===== src/design/nfcs_pkg.sv =====
// Shared types, opcodes and sizes for the NOR flash command sequencer.
// No dependencies; every module of the block imports this package.

package nfcs_pkg;

	localparam int PAGE_BYTES   = 256;
	localparam int SECTOR_BYTES = 65536;
	localparam int PAGE_W       = $clog2(PAGE_BYTES);
	localparam int SECTOR_W     = $clog2(SECTOR_BYTES);
	localparam int MAX_RES      = 4;
	localparam int CNT_W        = $clog2(MAX_RES + 1);
	localparam int RD_W         = $clog2(MAX_RES);

	localparam logic [31:0] POLL_LIMIT_RESET = 32'd3000000;

	// Request kinds carried in tuser of the input stream.
	localparam logic [2:0] KIND_PROGRAM = 3'd0;
	localparam logic [2:0] KIND_ERASE   = 3'd1;
	localparam logic [2:0] KIND_READ    = 3'd2;
	localparam logic [2:0] KIND_READ_ID = 3'd3;
	localparam logic [2:0] KIND_STATUS  = 3'd4;

	// Result actions.
	localparam logic ACT_CMD    = 1'b0;
	localparam logic ACT_FINISH = 1'b1;

	// Operation of a multi-unit request.
	localparam logic OPER_PROGRAM = 1'b0;
	localparam logic OPER_ERASE   = 1'b1;

	// Flash opcodes and status bits.
	localparam logic [7:0] OP_NONE    = 8'h00;
	localparam logic [7:0] OP_READ_ID = 8'h9F;
	localparam logic [7:0] OP_WREN    = 8'h06;
	localparam logic [7:0] OP_RDSR1   = 8'h05;
	localparam logic [7:0] OP_RDSR2   = 8'h07;
	localparam logic [7:0] OP_CLSR    = 8'h30;
	localparam logic [7:0] OP_READ4   = 8'h13;
	localparam logic [7:0] OP_PP4     = 8'h12;
	localparam logic [7:0] OP_SE4     = 8'hDC;
	localparam logic [7:0] WIP_BIT    = 8'h01;
	localparam logic [7:0] E_ERR_BIT  = 8'h40;
	localparam logic [7:0] P_ERR_BIT  = 8'h20;

	typedef struct packed {
		logic        action;
		logic [7:0]  opcode;
		logic [31:0] flash_address;
		logic        has_address;
		logic [8:0]  write_len;
		logic [31:0] data_offset;
		logic [31:0] read_len;
		logic        failed;
	} res_t;

	// All results caused by one input item, in order, plus how many are used.
	typedef struct packed {
		res_t [MAX_RES-1:0] items;
		logic [CNT_W-1:0]   count;
	} group_t;

	function automatic res_t mk_res(input logic act, input logic [7:0] opc,
			input logic [31:0] addr, input logic has, input logic [8:0] wlen,
			input logic [31:0] off, input logic [31:0] rlen, input logic fail);
		res_t r;
		r.action        = act;
		r.opcode        = opc;
		r.flash_address = addr;
		r.has_address   = has;
		r.write_len     = wlen;
		r.data_offset   = off;
		r.read_len      = rlen;
		r.failed        = fail;
		return r;
	endfunction

endpackage


===== src/design/nfcs_core.sv =====
// Sequencer state and the single-pass decision logic for one input item.
// Depends on nfcs_pkg for opcodes, sizes and the result group type.

module nfcs_core (
	input  logic                 clk,
	input  logic                 arst_n,
	input  logic                 step,
	input  logic [2:0]           kind,
	input  logic [31:0]          address,
	input  logic [31:0]          length,
	input  logic [7:0]           status_byte,
	input  logic [31:0]          poll_limit,
	output nfcs_pkg::group_t     group
);
	import nfcs_pkg::*;

	localparam logic [1:0] PH_IDLE  = 2'd0;
	localparam logic [1:0] PH_POLL  = 2'd1;
	localparam logic [1:0] PH_CHECK = 2'd2;

	logic [1:0]  phase_q, phase_d;
	logic        oper_q, oper_d;
	logic [32:0] next_q, next_d;
	logic [32:0] end_q, end_d;
	logic [8:0]  chunk_q, chunk_d;
	logic [31:0] src_q, src_d;
	logic [31:0] polls_q, polls_d;

	// Unit (page chunk or sector) logic, shared by request start and continuation.
	logic        from_req;
	logic [32:0] req_sum, req_end, aligned;
	logic [32:0] unit_next, unit_end, rest, unit_after;
	logic        unit_oper;
	logic [31:0] unit_off, src_acc;
	logic [PAGE_W:0] room;
	logic [8:0]  unit_chunk;
	logic [31:0] poll_eff, polls_dec;

	assign from_req  = (kind == KIND_PROGRAM) || (kind == KIND_ERASE);
	assign req_sum   = {1'b0, address} + {1'b0, length};
	// An end beyond the address space is cut to its top so commands never wrap.
	assign req_end   = (req_sum[32] && (req_sum[31:0] != 32'd0)) ? {1'b1, 32'd0} : req_sum;
	assign aligned   = {1'b0, address[31:SECTOR_W], {SECTOR_W{1'b0}}};
	assign unit_oper = from_req ? kind[0] : oper_q;
	assign unit_next = from_req ? ((kind == KIND_PROGRAM) ? {1'b0, address} : aligned)
	                            : next_q;
	assign unit_end  = from_req ? req_end : end_q;
	assign src_acc   = src_q + ((oper_q == OPER_PROGRAM) ? {23'd0, chunk_q} : 32'd0);
	assign unit_off  = from_req ? 32'd0 : src_acc;
	assign rest      = unit_end - unit_next;
	assign room      = (PAGE_W + 1)'(PAGE_BYTES) - {1'b0, unit_next[PAGE_W-1:0]};
	assign unit_chunk = (rest < 33'(room)) ? rest[8:0] : 9'(room);
	assign unit_after = (unit_oper == OPER_ERASE) ? unit_next + 33'(SECTOR_BYTES)
	                                              : unit_next + {24'd0, unit_chunk};
	assign poll_eff  = (poll_limit == 32'd0) ? 32'd1 : poll_limit;
	assign polls_dec = polls_q - 32'd1;

	always_comb begin
		logic [CNT_W-1:0] n;
		logic             do_unit;
		logic [7:0]       mask;
		n        = '0;
		do_unit  = 1'b0;
		mask     = (oper_q == OPER_PROGRAM) ? P_ERR_BIT : E_ERR_BIT;
		group    = '0;
		phase_d  = phase_q;
		oper_d   = oper_q;
		next_d   = next_q;
		end_d    = end_q;
		chunk_d  = chunk_q;
		src_d    = src_q;
		polls_d  = polls_q;
		if (kind < KIND_STATUS && phase_q != PH_IDLE) begin
			group.items[n[RD_W-1:0]] = mk_res(ACT_FINISH, OP_NONE, 32'd0, 1'b0, 9'd0,
				32'd0, 32'd0, 1'b1);
			n = n + 1'b1;
		end else begin
			case (kind)
				KIND_PROGRAM, KIND_ERASE: begin
					if (length == 32'd0) begin
						group.items[n[RD_W-1:0]] = mk_res(ACT_FINISH, OP_NONE, 32'd0, 1'b0,
							9'd0, 32'd0, 32'd0, 1'b0);
						n = n + 1'b1;
					end else begin
						oper_d  = kind[0];
						end_d   = req_end;
						do_unit = 1'b1;
					end
				end
				KIND_READ: begin
					group.items[n[RD_W-1:0]] = mk_res(ACT_CMD, OP_READ4, address, 1'b1, 9'd0,
						32'd0, length, 1'b0);
					n = n + 1'b1;
					group.items[n[RD_W-1:0]] = mk_res(ACT_FINISH, OP_NONE, 32'd0, 1'b0, 9'd0,
						32'd0, 32'd0, 1'b0);
					n = n + 1'b1;
				end
				KIND_READ_ID: begin
					group.items[n[RD_W-1:0]] = mk_res(ACT_CMD, OP_READ_ID, 32'd0, 1'b0, 9'd0,
						32'd0, 32'd3, 1'b0);
					n = n + 1'b1;
					group.items[n[RD_W-1:0]] = mk_res(ACT_FINISH, OP_NONE, 32'd0, 1'b0, 9'd0,
						32'd0, 32'd0, 1'b0);
					n = n + 1'b1;
				end
				KIND_STATUS: begin
					if (phase_q == PH_POLL) begin
						if ((status_byte & WIP_BIT) == 8'd0) begin
							group.items[n[RD_W-1:0]] = mk_res(ACT_CMD, OP_RDSR2, 32'd0, 1'b0,
								9'd0, 32'd0, 32'd1, 1'b0);
							n = n + 1'b1;
							phase_d = PH_CHECK;
						end else begin
							polls_d = polls_dec;
							if (polls_dec == 32'd0) begin
								phase_d = PH_IDLE;
								group.items[n[RD_W-1:0]] = mk_res(ACT_FINISH, OP_NONE, 32'd0,
									1'b0, 9'd0, 32'd0, 32'd0, 1'b1);
							end else begin
								group.items[n[RD_W-1:0]] = mk_res(ACT_CMD, OP_RDSR1, 32'd0,
									1'b0, 9'd0, 32'd0, 32'd1, 1'b0);
							end
							n = n + 1'b1;
						end
					end else if (phase_q == PH_CHECK) begin
						group.items[n[RD_W-1:0]] = mk_res(ACT_CMD, OP_CLSR, 32'd0, 1'b0, 9'd0,
							32'd0, 32'd0, 1'b0);
						n = n + 1'b1;
						if ((status_byte & mask) != 8'd0) begin
							phase_d = PH_IDLE;
							group.items[n[RD_W-1:0]] = mk_res(ACT_FINISH, OP_NONE, 32'd0, 1'b0,
								9'd0, 32'd0, 32'd0, 1'b1);
							n = n + 1'b1;
						end else begin
							src_d = src_acc;
							if (next_q < end_q) begin
								do_unit = 1'b1;
							end else begin
								phase_d = PH_IDLE;
								group.items[n[RD_W-1:0]] = mk_res(ACT_FINISH, OP_NONE, 32'd0,
									1'b0, 9'd0, 32'd0, 32'd0, 1'b0);
								n = n + 1'b1;
							end
						end
					end
				end
				default: begin
				end
			endcase
		end
		if (do_unit) begin
			group.items[n[RD_W-1:0]] = mk_res(ACT_CMD, OP_WREN, 32'd0, 1'b0, 9'd0, 32'd0,
				32'd0, 1'b0);
			n = n + 1'b1;
			if (unit_oper == OPER_PROGRAM) begin
				group.items[n[RD_W-1:0]] = mk_res(ACT_CMD, OP_PP4, unit_next[31:0], 1'b1,
					unit_chunk, unit_off, 32'd0, 1'b0);
				chunk_d = unit_chunk;
			end else begin
				group.items[n[RD_W-1:0]] = mk_res(ACT_CMD, OP_SE4, unit_next[31:0], 1'b1,
					9'd0, 32'd0, 32'd0, 1'b0);
			end
			n = n + 1'b1;
			group.items[n[RD_W-1:0]] = mk_res(ACT_CMD, OP_RDSR1, 32'd0, 1'b0, 9'd0, 32'd0,
				32'd1, 1'b0);
			n = n + 1'b1;
			if (from_req) begin
				src_d   = 32'd0;
			end
			next_d  = unit_after;
			polls_d = poll_eff;
			phase_d = PH_POLL;
		end
		group.count = n;
	end

	always_ff @(posedge clk or negedge arst_n) begin
		if (!arst_n) begin
			phase_q <= PH_IDLE;
			oper_q  <= OPER_PROGRAM;
			next_q  <= '0;
			end_q   <= '0;
			chunk_q <= '0;
			src_q   <= '0;
			polls_q <= '0;
		end else if (step) begin
			phase_q <= phase_d;
			oper_q  <= oper_d;
			next_q  <= next_d;
			end_q   <= end_d;
			chunk_q <= chunk_d;
			src_q   <= src_d;
			polls_q <= polls_d;
		end
	end

	// While a unit is in flight the poll budget is never exhausted.
	assert property (@(posedge clk) disable iff (!arst_n)
		(phase_q == PH_POLL) |-> (polls_q != 32'd0))
		else $error("poll counter empty while polling");

	// The unused phase code, outside the three named phases, is never reached.
	assert property (@(posedge clk) disable iff (!arst_n)
		(phase_q == PH_IDLE) || (phase_q == PH_POLL) || (phase_q == PH_CHECK))
		else $error("sequencer phase corrupted");

	// The end address never goes beyond the top of the address space.
	assert property (@(posedge clk) disable iff (!arst_n)
		(phase_q != PH_IDLE) |-> (end_q <= {1'b1, 32'd0}))
		else $error("end address beyond address space");

endmodule


===== src/design/nfcs_outbuf.sv =====
// Result buffer: holds one input item's results, sends one per cycle unless stalled.
// Depends on nfcs_pkg for the result and group types.

module nfcs_outbuf (
	input  logic              clk,
	input  logic              arst_n,
	input  logic              load,
	input  nfcs_pkg::group_t  group,
	output logic              free,
	output logic              m_axis_tvalid,
	input  logic              m_axis_tready,
	output nfcs_pkg::res_t    res,
	output logic              m_axis_tlast
);
	import nfcs_pkg::*;

	res_t [MAX_RES-1:0] items_q;
	logic [CNT_W-1:0]   cnt_q;
	logic [RD_W-1:0]    rd_q;
	logic               xfer;

	assign m_axis_tvalid = (cnt_q != '0);
	assign res           = items_q[rd_q];
	assign m_axis_tlast  = ({1'b0, rd_q} == cnt_q - 1'b1);
	assign xfer          = m_axis_tvalid && m_axis_tready;
	// The buffer takes a new group once its last result leaves.
	assign free          = (cnt_q == '0) || (xfer && m_axis_tlast);

	always_ff @(posedge clk) begin
		if (load) begin
			items_q <= group.items;
		end
	end

	always_ff @(posedge clk or negedge arst_n) begin
		if (!arst_n) begin
			cnt_q <= '0;
			rd_q  <= '0;
		end else if (load) begin
			cnt_q <= group.count;
			rd_q  <= '0;
		end else if (xfer) begin
			if (m_axis_tlast) begin
				cnt_q <= '0;
				rd_q  <= '0;
			end else begin
				rd_q <= rd_q + 1'b1;
			end
		end
	end

	assert property (@(posedge clk) disable iff (!arst_n)
		load |-> free)
		else $error("result group loaded over pending results");

	assert property (@(posedge clk) disable iff (!arst_n)
		(cnt_q != '0) |-> ({1'b0, rd_q} < cnt_q))
		else $error("read pointer past result count");

	assert property (@(posedge clk) disable iff (!arst_n)
		(xfer && m_axis_tlast && !load) |=> !m_axis_tvalid)
		else $error("results continue after last transfer");

	assert property (@(posedge clk) disable iff (!arst_n)
		cnt_q <= CNT_W'(MAX_RES))
		else $error("result count too large");

endmodule


===== src/design/nor_flash_command_sequencer.sv =====
// Top level of the NOR flash command sequencer: input register, configuration
// register, and the nfcs_core and nfcs_outbuf blocks. Depends on nfcs_pkg.
//
// Usage: requests (program, erase, read, read ID) and status bytes read back
// from the flash enter on the s_axis stream, kind in tuser. For each transfer
// the block sends zero to four results on the m_axis stream; tuser tells a
// command descriptor from a finished item and tlast marks the final result of
// the input. Inputs that cause no result are consumed silently.
// The first result of an input passes the input register and the result buffer
// before it leaves. Results leave one per cycle while the receiver is ready; the
// single four-entry result buffer holds one input's results. A new input is taken
// while earlier results are still draining. When the receiver stalls, the buffer
// holds its results and the input register fills, then s_axis_tready drops.
// Reset clears the sequencer to idle, empties the buffer and loads poll_limit
// with 3000000. cfg_we writes poll_limit; write it only while the block is idle.

module nor_flash_command_sequencer (
	input  logic          clk,
	input  logic          arst_n,
	input  logic          cfg_we,
	input  logic [31:0]   cfg_wdata,
	input  logic          s_axis_tvalid,
	output logic          s_axis_tready,
	input  logic [71:0]   s_axis_tdata,   // address[31:0], length[63:32], status_byte[71:64]
	input  logic [2:0]    s_axis_tuser,   // kind
	output logic          m_axis_tvalid,
	input  logic          m_axis_tready,
	output logic [119:0]  m_axis_tdata,   // opcode, flash_address, has_address, write_len,
	                                      // data_offset, read_len, failed, zero fill
	output logic [0:0]    m_axis_tuser,   // action
	output logic          m_axis_tlast
);
	import nfcs_pkg::*;

	logic        valid_s1;
	logic [2:0]  kind_s1;
	logic [31:0] address_s1;
	logic [31:0] length_s1;
	logic [7:0]  status_s1;
	logic [31:0] poll_limit_q;
	logic        load;
	logic        free;
	group_t      group;
	res_t        res;

	assign load          = valid_s1 && free;
	assign s_axis_tready = !valid_s1 || load;

	always_ff @(posedge clk or negedge arst_n) begin
		if (!arst_n) begin
			poll_limit_q <= POLL_LIMIT_RESET;
		end else if (cfg_we) begin
			poll_limit_q <= cfg_wdata;
		end
	end

	always_ff @(posedge clk or negedge arst_n) begin
		if (!arst_n) begin
			valid_s1 <= 1'b0;
		end else if (s_axis_tvalid && s_axis_tready) begin
			valid_s1 <= 1'b1;
		end else if (load) begin
			valid_s1 <= 1'b0;
		end
	end

	always_ff @(posedge clk) begin
		if (s_axis_tvalid && s_axis_tready) begin
			kind_s1    <= s_axis_tuser;
			address_s1 <= s_axis_tdata[31:0];
			length_s1  <= s_axis_tdata[63:32];
			status_s1  <= s_axis_tdata[71:64];
		end
	end

	nfcs_core u_core (
		.clk         (clk),
		.arst_n      (arst_n),
		.step        (load),
		.kind        (kind_s1),
		.address     (address_s1),
		.length      (length_s1),
		.status_byte (status_s1),
		.poll_limit  (poll_limit_q),
		.group       (group)
	);

	nfcs_outbuf u_outbuf (
		.clk           (clk),
		.arst_n        (arst_n),
		.load          (load),
		.group         (group),
		.free          (free),
		.m_axis_tvalid (m_axis_tvalid),
		.m_axis_tready (m_axis_tready),
		.res           (res),
		.m_axis_tlast  (m_axis_tlast)
	);

	assign m_axis_tuser = res.action;
	assign m_axis_tdata = {5'd0, res.failed, res.read_len, res.data_offset, res.write_len,
	                       res.has_address, res.flash_address, res.opcode};

endmodule


===== config.mk =====
export PLATFORM = sky130hd
export DESIGN_NAME = nor_flash_command_sequencer
export DESIGN_NICKNAME = d
export VERILOG_FILES = /design/src/design/nfcs_pkg.sv /design/src/design/nfcs_core.sv /design/src/design/nfcs_outbuf.sv /design/src/design/nor_flash_command_sequencer.sv
export SDC_FILE = /design/constraint.sdc
export NUM_CORES = 1
export LEC_CHECK = 0
export ABC_AREA = 1
export BUFFER_PORTS_ARGS = -buffer_cell sky130_fd_sc_hd__buf_2
export CAP_MARGIN = 20
export CORE_MARGIN = 1
export CORE_UTILIZATION = 40
export CTS_BUF_LIST = sky130_fd_sc_hd__clkbuf_16
export DETAILED_ROUTE_END_ITERATION = 10
export HOLD_SLACK_MARGIN = 0.02
export PLACE_DENSITY = 0.59
export SYNTH_ARGS = -nofsm -noshare
export SYNTH_HDL_FRONTEND = slang
export SYNTH_SLANG_ARGS = --single-unit

===== constraint.sdc =====
create_clock -name clk -period 13.1 [get_ports clk]
set_input_delay 0.655 -clock clk [delete_from_list [all_inputs] [get_ports clk]]
set_output_delay 0.655 -clock clk [all_outputs]
set_load 0.05 [all_outputs]

==> results of run 1 <==
## worst max path at each step
stage / from / to / slack [ns] / cells after the start
floorplan: u_outbuf.cnt_q[0] / u_outbuf.items_q[0] / 0.74 / 7
global placement: length_s1[0] / u_core.next_q[28] / 4.02 / 56
detailed placement: length_s1[0] / u_core.next_q[28] / 3.92 / 56
CTS: length_s1[0] / u_core.next_q[28] / 3.90 / 56
global route: length_s1[0] / u_core.next_q[28] / 3.13 / 58
finish: length_s1[0] / u_core.next_q[28] / 3.91 / 58
## per-stage QoR
stage               utilization (%)  cells
global route                   45.5   5703
detailed placement             42.8   5573
CTS                            45.5   5703
floorplan                         -   4336
finish                         45.5   5703
global placement               42.8   5573
## flip-flops by register name (all words and copies together) (netlist names)
signal / flops
u_core.src_q: 32
u_outbuf.rd_q: 2
u_core.chunk_q: 9
u_core.next_q: 33
kind_s1: 3
status_s1: 3
address_s1: 32
u_outbuf.items_q: 349
length_s1: 32
u_core.phase_q: 2
poll_limit_q: 32
u_outbuf.cnt_q: 3
valid_s1: 1
u_core.end_q: 33
u_core.polls_q: 32
u_core.oper_q: 1
## cell usage in the layout, fill, tap and decap left out, drive strengths merged, types with 5 or more instances in the layout
master    n
nand3   217
conb      5
o32ai    18
bufinv    8
inv     508
o21ai   401
a31oi     7
dfstp    10
nor4     23
nand2   988
xnor2    26
dfrtp   170
clkinv   36
nand4    50
nor3     46
o22ai   121
ha      136
nor2    768
a21oi   132
o21bai    9
clkbuf   75
o211ai    9
edfxtp  419
or2      12
buf     258
xor2     57
## kinds of logic (layout without fill, tap and decap cells)
logic type	after synthesis	after routing
simple gates	2112	2112
compound gates	717	717
buf+inv	677	889
flops	599	599
fa+ha+maj	140	140
xor+xnor	83	83
mux	3	3
other cells	1	5
## cells in the mapped netlist (49+ instances only)
master	instances	area, um^2
clkbuf_1	114	428
edfxtp_1	419	12600
nand3_1	212	1060
dfrtp_1	170	4250
xor2_1	57	499
o21ai_0	360	1800
o22ai_1	115	719
nor2_1	753	2830
ha_1	136	1700
nand4_1	49	307
inv_1	474	1780
nand2_1	966	3630
a21oi_1	128	641
## power by group through the flow
stage	Combinational (W)	Clock, W	Sequential [W]
finish	0.000950	0.00203	0.00208
CTS	0.000962	0.00207	0.00208
detailed placement	0.000961	0	0.00212
floorplan	0.000702	0	0.00208
global placement	0.000954	0	0.00212
global route	0.00103	0.00214	0.00208
## metal layers
metal / GRT usage, % / wire [um] / vias to the layer above
met3: 2.95 / 5190 / 114
met5: 0 / 13 / -
met4: 5.34 / 2130 / 2
met1: 32.5 / 47900 / 14199
li1: - / - / 14683
met2: 39.3 / 49900 / 725
## layout make-up
type                            instances  area, um^2  share of cell area (%)
Clock inverter                         56         536                    1.35
Tap cell                             1155        1450                    3.65
Inverter                              500        1880                    4.76
Clock buffer                           74        1850                    4.68
Multi-Input combinational cell       3060       15300                    38.8
Timing Repair Buffer                  259        1390                    3.52
Sequential cell                       599       17100                    43.3
## worst register-to-register path: cells and delay by family (launching register included)
family / cells / cell delay (ns)
simple gates: 41 / 4.52
flops: 1 / 0.64
compound gates: 5 / 0.88
xor+xnor: 2 / 0.43
fa+ha+maj: 7 / 2.39
buf+inv: 3 / 0.24
==> flow_metrics.tcl, run 1 <==
set metrics [dict create \
    clock_latency_ns 0.64 \
    fin_crit_ns 9.19 \
    cp_data_arrival_time_ns 9.71 \
    synth-compound-area-share_pct 11.5 \
    critPathRequiredTime_ns 13.61 \
    wl_per_cell_um 18.4 \
    seqPwrFrac_pct 41.1 \
    cp_num_buf_inv 3 \
    io_pins 236 \
    core_area_mm2 0.0869 \
    clkPwrFrac_pct 40.1 \
    die_w_um 298 \
    rsz0062_at_grt "no" \
    grt_pass1_wl_um 163000 \
    yosys_warnings 0 \
    fin_skew_ns 0.0389 \
    synth_area_mm2 0.0351 \
    crit_fanout 21 \
    hpwl_um 75500 \
    clockBufferDepth 3 \
    synthAdderAreaFrac_pct 5.08 \
    p_switching_w 0.00161 \
    place.port_buffers 225 \
    path_clk_slew_ns 0.06 \
    drive_gt1_share_pct 10.8 \
    rr_startpoint "length_s1[0]" \
    leakage_nw 18.2 \
    reg2reg_slack_ns 3.91 \
    setup_viol 0 \
    drc_errors 0 \
    critPathCaptureType "flop" \
    p_per_area_mw_per_mm2 128 \
    num_rows 108 \
    path_common_cell "nand2_1" \
    post_dp_cell_area_mm2 0.0372 \
    fillers 8720 \
    final_nets 4742 \
    initial_core_util_pct 40.4 \
    cpPeakStageDelay_ns 0.64 \
    status "finished, final reports clean" \
    post_cts_buffers 0 \
    syn_avg_cell_area_um2 8.10 \
    overflow 0 \
    dp_slack_ns 3.92 \
    finalCritPeriodShare_pct 70.2 \
    clock.fmax_mhz 109 \
    die_y_um 298 \
    synthSimpleGateAreaFrac_pct 24.9 \
    cts-hold-fix-buffers 0 \
    num_vias 29723 \
    htree_levels 3 \
    critPathLaunchType "flop" \
    p_comb_share_pct 18.8 \
    detailedRoute.firstPassIterationCount 5 \
    cpMaxStageDelayCell "edfxtp_1" \
    slew_violations 0 \
    ys_seq_elements 599 \
    cts.sinks 599 \
    yosys.area_share.xor_xnor_pct 2.07 \
    gp_congestion 0.955 \
    cts_resized 0 \
    p_sw_share_pct 31.9 \
    drv_cap 0 \
    root_buffer "clkbuf_16" \
    tritoncts "built" \
    tns_ns 0 \
    fin_hold_ws_ns 0.0785 \
    muxShareOfSynthArea_pct 0.0927 \
    yosys_most_used_dff "edfxtp_1" \
    path_delay_family "simple AND/OR/NAND/NOR gates" \
    yosysSeqAreaShare_pct 48.7 \
    synth_top_family_by_area "simple AND/OR/NAND/NOR gates" \
    reg2reg_depth 58 \
    path_class "reg -> reg" \
    cts_buffers 70 \
    drt_iter0_markers 2396 \
    synth_edf_count 419 \
    antenna_left 0 \
    worst_pin_slew_ns 1.10 \
    r2r-end "u_core.next_q[28]" \
    grt.total_usage_pct 23.6 \
    wirelength_um 105000 \
    synth.distinct_cells 62 \
    dieArea_mm2 0.0889 \
    holdCritPathClass "in -> async" \
    intPower_w 0.00345 \
    maxSlewHeadroom_pct 25.9 \
    antenna_found_initial 2 \
    via_per_inst 5.21 \
    grt_pass1_vias 28406 \
    syn_to_final_growth_pct 12.7 \
    finalWorstSetupSlack_ns 3.91 \
    synth_cells 4332 \
    hold_violations 0 \
    power.total_w 0.00506 \
    insertedDiodeCount 0 \
    async_reset_ff_share_pct 30.1 \
    finish.instance_area_mm2 0.0395 \
    grt_max_degree 110 \
    ir_drop_uv 95.9 \
]
No activity file was read; power rests on OpenSTA's default activity.
==> inputs of run 2 (changes only) <==
--- a/config.mk
+++ b/config.mk
@@ -5,7 +5,7 @@
 export SDC_FILE = /design/constraint.sdc
 export NUM_CORES = 1
 export LEC_CHECK = 0
-export ABC_AREA = 1
+export ABC_AREA = 0
 export BUFFER_PORTS_ARGS = -buffer_cell sky130_fd_sc_hd__buf_2
 export CAP_MARGIN = 20
 export CORE_MARGIN = 1
==> constraint.sdc (replaced) <==
create_clock -name clk -period 9.3 [get_ports clk]
set_input_delay 0.465 -clock clk [delete_from_list [all_inputs] [get_ports clk]]
set_output_delay 0.465 -clock clk [all_outputs]
set_load 0.05 [all_outputs]
==> flow_metrics.tcl, run 2 <==
set metrics [dict create \
    grt.total_usage_pct 22.4 \
    reg2reg_slack_ns 0.39 \
    dp_slack_ns -0.174 \
    ys_top_cells_by_count "419 x edfxtp_1, 390 x nor2_1, 237 x nand2_1, 199 x a21oi_1, 189 x o21ai_0" \
    path_clk_slew_ns 0.06 \
    seqCellArea_mm2 0.0171 \
    tritoncts "built" \
    stdcell_count 4371 \
    root_buffer "clkbuf_16" \
    mostFrequentLayoutCells "419 x edfxtp_1, 383 x nor2_1, 236 x nand2_1, 224 x buf_2, 193 x a21oi_1" \
    fin_crit_ns 8.91 \
    place.port_buffers 225 \
    clkPwrFrac_pct 17.8 \
    critPathRequiredTime_ns 9.81 \
    place_inst 4171 \
    mostFrequentLayoutCell "edfxtp_1" \
    hold_violations 0 \
    p_switching_w 0.00726 \
    clockBufferDepth 3 \
    multi_input_area_mm2 0.0144 \
    intPower_w 0.00868 \
    num_vias 24428 \
    syn_to_final_growth_pct 18.2 \
    grt_max_degree 172 \
    critPathLaunchType "flop" \
    cp_data_arrival_time_ns 9.43 \
    clock_latency_ns 0.64 \
    reg_top3 "u_outbuf.items_q: 349 flops, u_core.end_q: 33 flops, u_core.next_q: 33 flops" \
    detailedRoute.firstPassIterationCount 5 \
    drv_cap 0 \
    power.total_w 0.0159 \
    syn_avg_cell_area_um2 11.0 \
    overflow 0 \
    drt_iter0_markers 1975 \
    p_per_area_mw_per_mm2 417 \
    seqPwrFrac_pct 30.2 \
    yosysSeqAreaShare_pct 52.9 \
    antenna_left 0 \
    cpPeakStageDelay_ns 0.49 \
    die_w_um 286 \
    finalCritPeriodShare_pct 95.8 \
    grt_pass1_wl_um 142000 \
    die_y_um 286 \
    wirelength_um 92000 \
    async_reset_ff_share_pct 30.1 \
    netlist.area_leader.share_pct 38.9 \
    grt_pass1_vias 24382 \
    wl_per_cell_um 21.0 \
    io_pins 236 \
    cpMaxStageDelayCell "a2111o_1" \
    tns_ns 0 \
    largest_reg_flops 349 \
    cts_buffers 70 \
    synth_area_mm2 0.0323 \
    cts.sinks 599 \
    setup_viol 0 \
    status "finished, final reports clean" \
    hpwl_um 63400 \
    holdCritPathClass "in -> reg" \
    synth_edf_count 419 \
    final_core_util_pct 48.0 \
    core_area_mm2 0.0795 \
    dieArea_mm2 0.0820 \
    ys_top_cells_by_area "edfxtp_1 39%, dfrtp_1 13%, mux4_2 5.6%" \
    leakage_nw 15.1 \
    slew_violations 0 \
    yosysTopAreaCell "edfxtp_1" \
    critPathCaptureType "flop" \
    yosys_warnings 0 \
    worst_pin_slew_ns 1.08 \
    fillers 7246 \
    fin_skew_ns 0.0249 \
    via_per_inst 5.59 \
    path_class "reg -> reg" \
    path_common_cell "buf_4" \
    drc_errors 0 \
    p_sw_share_pct 45.5 \
    yosys_most_used_dff "edfxtp_1" \
    ys_seq_elements 599 \
    htree_levels 3 \
    drive_gt1_share_pct 19.2 \
    ir_drop_uv 373 \
    max_flop_register "u_outbuf.items_q" \
    p_comb_share_pct 52.0 \
    synth_cells 2951 \
    final_nets 3514 \
    antenna_found_initial 2 \
    crit_fanout 6 \
    synth.distinct_cells 81 \
    num_rows 103 \
    maxSlewHeadroom_pct 28.3 \
    gp_congestion 0.921 \
    clock.fmax_mhz 112 \
    finalWorstSetupSlack_ns 0.386 \
    initial_core_util_pct 40.7 \
    yosysMostFrequentCell "edfxtp_1" \
]
## run 2: changes by cell type in the layout (fill, tap and decap cells not counted), moves of 81 or more
cell,change
nand2_1,-730
o22ai_1,-99
inv_1,-377
nand3_1,-160
nor2_1,-369
mux4_2,+81
o21ai_0,-173
## run 2: layer usage
metal	vias up	global-route usage [%]	share of wire (%)
li1	11385	-	-
met1	12133	29.5	43
met2	767	37.4	48
met3	143	3.47	5.7
met4	0	7.77	3.0
met5	-	0	0
## run 2: critical path: cells and delay by family (launching register included)
kind,cells,cell delay [ns]
AOI/OAI and AO/OA,17,3.75
xor gates and xnor gates,2,0.26
adders and majority gates,5,1.36
buffers and inverters,8,0.97
DFF,1,0.38
muxes,2,0.55
and+or+nand+nor,8,1.49
## run 2: repair_timing
| item | 4_1_cts | 5_1_grt |
|---|---|---|
| hold buffers | 58 | 1 |
| endpoints found under the hold margin | 117 | 1 |
| pin swaps | 5 | 17 |
| setup buffers | 3 | 5 |
| setup endpoints to repair | 6 | 20 |
| gates resized for setup | 3 | 31 |
## run 2: cells by family after synthesis
| family | count (synthesis) | synth area share, % |
|---|---|---|
| flip-flops | 599 | 52.9 |
| adder cells (fa/ha/maj) | 140 | 5.51 |
| buffers and inverters | 262 | 3.18 |
| AND/OR/NAND/NOR | 1049 | 15.3 |
| AO/OA/AOI/OAI | 610 | 11.3 |
| other | 1 | 0.0116 |
| multiplexers | 155 | 8.10 |
| XOR/XNOR | 135 | 3.66 |
## run 2: final cells by class
cell class | count | area share [%]
Tap cell | 1050 | 3.44
Sequential cell | 599 | 44.8
Timing Repair Buffer | 397 | 6.86
Clock inverter | 59 | 1.61
Inverter | 100 | 1.00
Clock buffer | 71 | 4.65
Multi-Input combinational cell | 2094 | 37.7
Antenna cell | 1 | 0.00655
## run 2: power by group through the flow
stage / clock [W] / combinational (W) / sequential [W]
2_1_floorplan: 0 / 0.00584 / 0.00479
3_3_place_gp: 0 / 0.00796 / 0.00483
3_5_place_dp: 0 / 0.00807 / 0.00490
4_1_cts: 0.00290 / 0.00815 / 0.00485
5_1_grt: 0.00299 / 0.00896 / 0.00494
6_report: 0.00284 / 0.00829 / 0.00482
## run 2: path summary, 6_finish.rpt
path                       cells after the start       startpoint                 to
max                                           42    address_s1[0]  u_core.next_q[27]
min                                            1  s_axis_tdata[2]      address_s1[2]
max reg2reg                                   42    address_s1[0]  u_core.next_q[27]
min reg2reg                                    2  u_core.end_q[2]    u_core.end_q[2]
max in group asynchronous                      3           arst_n  u_core.next_q[10]
min in group asynchronous                      2           arst_n   u_core.src_q[13]
## run 2: through the flow
| step | instance area (um^2) | hold WS [ns] |
|---|---|---|
| after detailed placement | 35000 | 0.466 |
| after global routing | 38200 | 0.0271 |
| after floorplan | 32300 | 0.169 |
| final | 38200 | 0.0513 |
| after CTS | 38000 | 0.0201 |
| after global placement | 35000 | 0.460 |
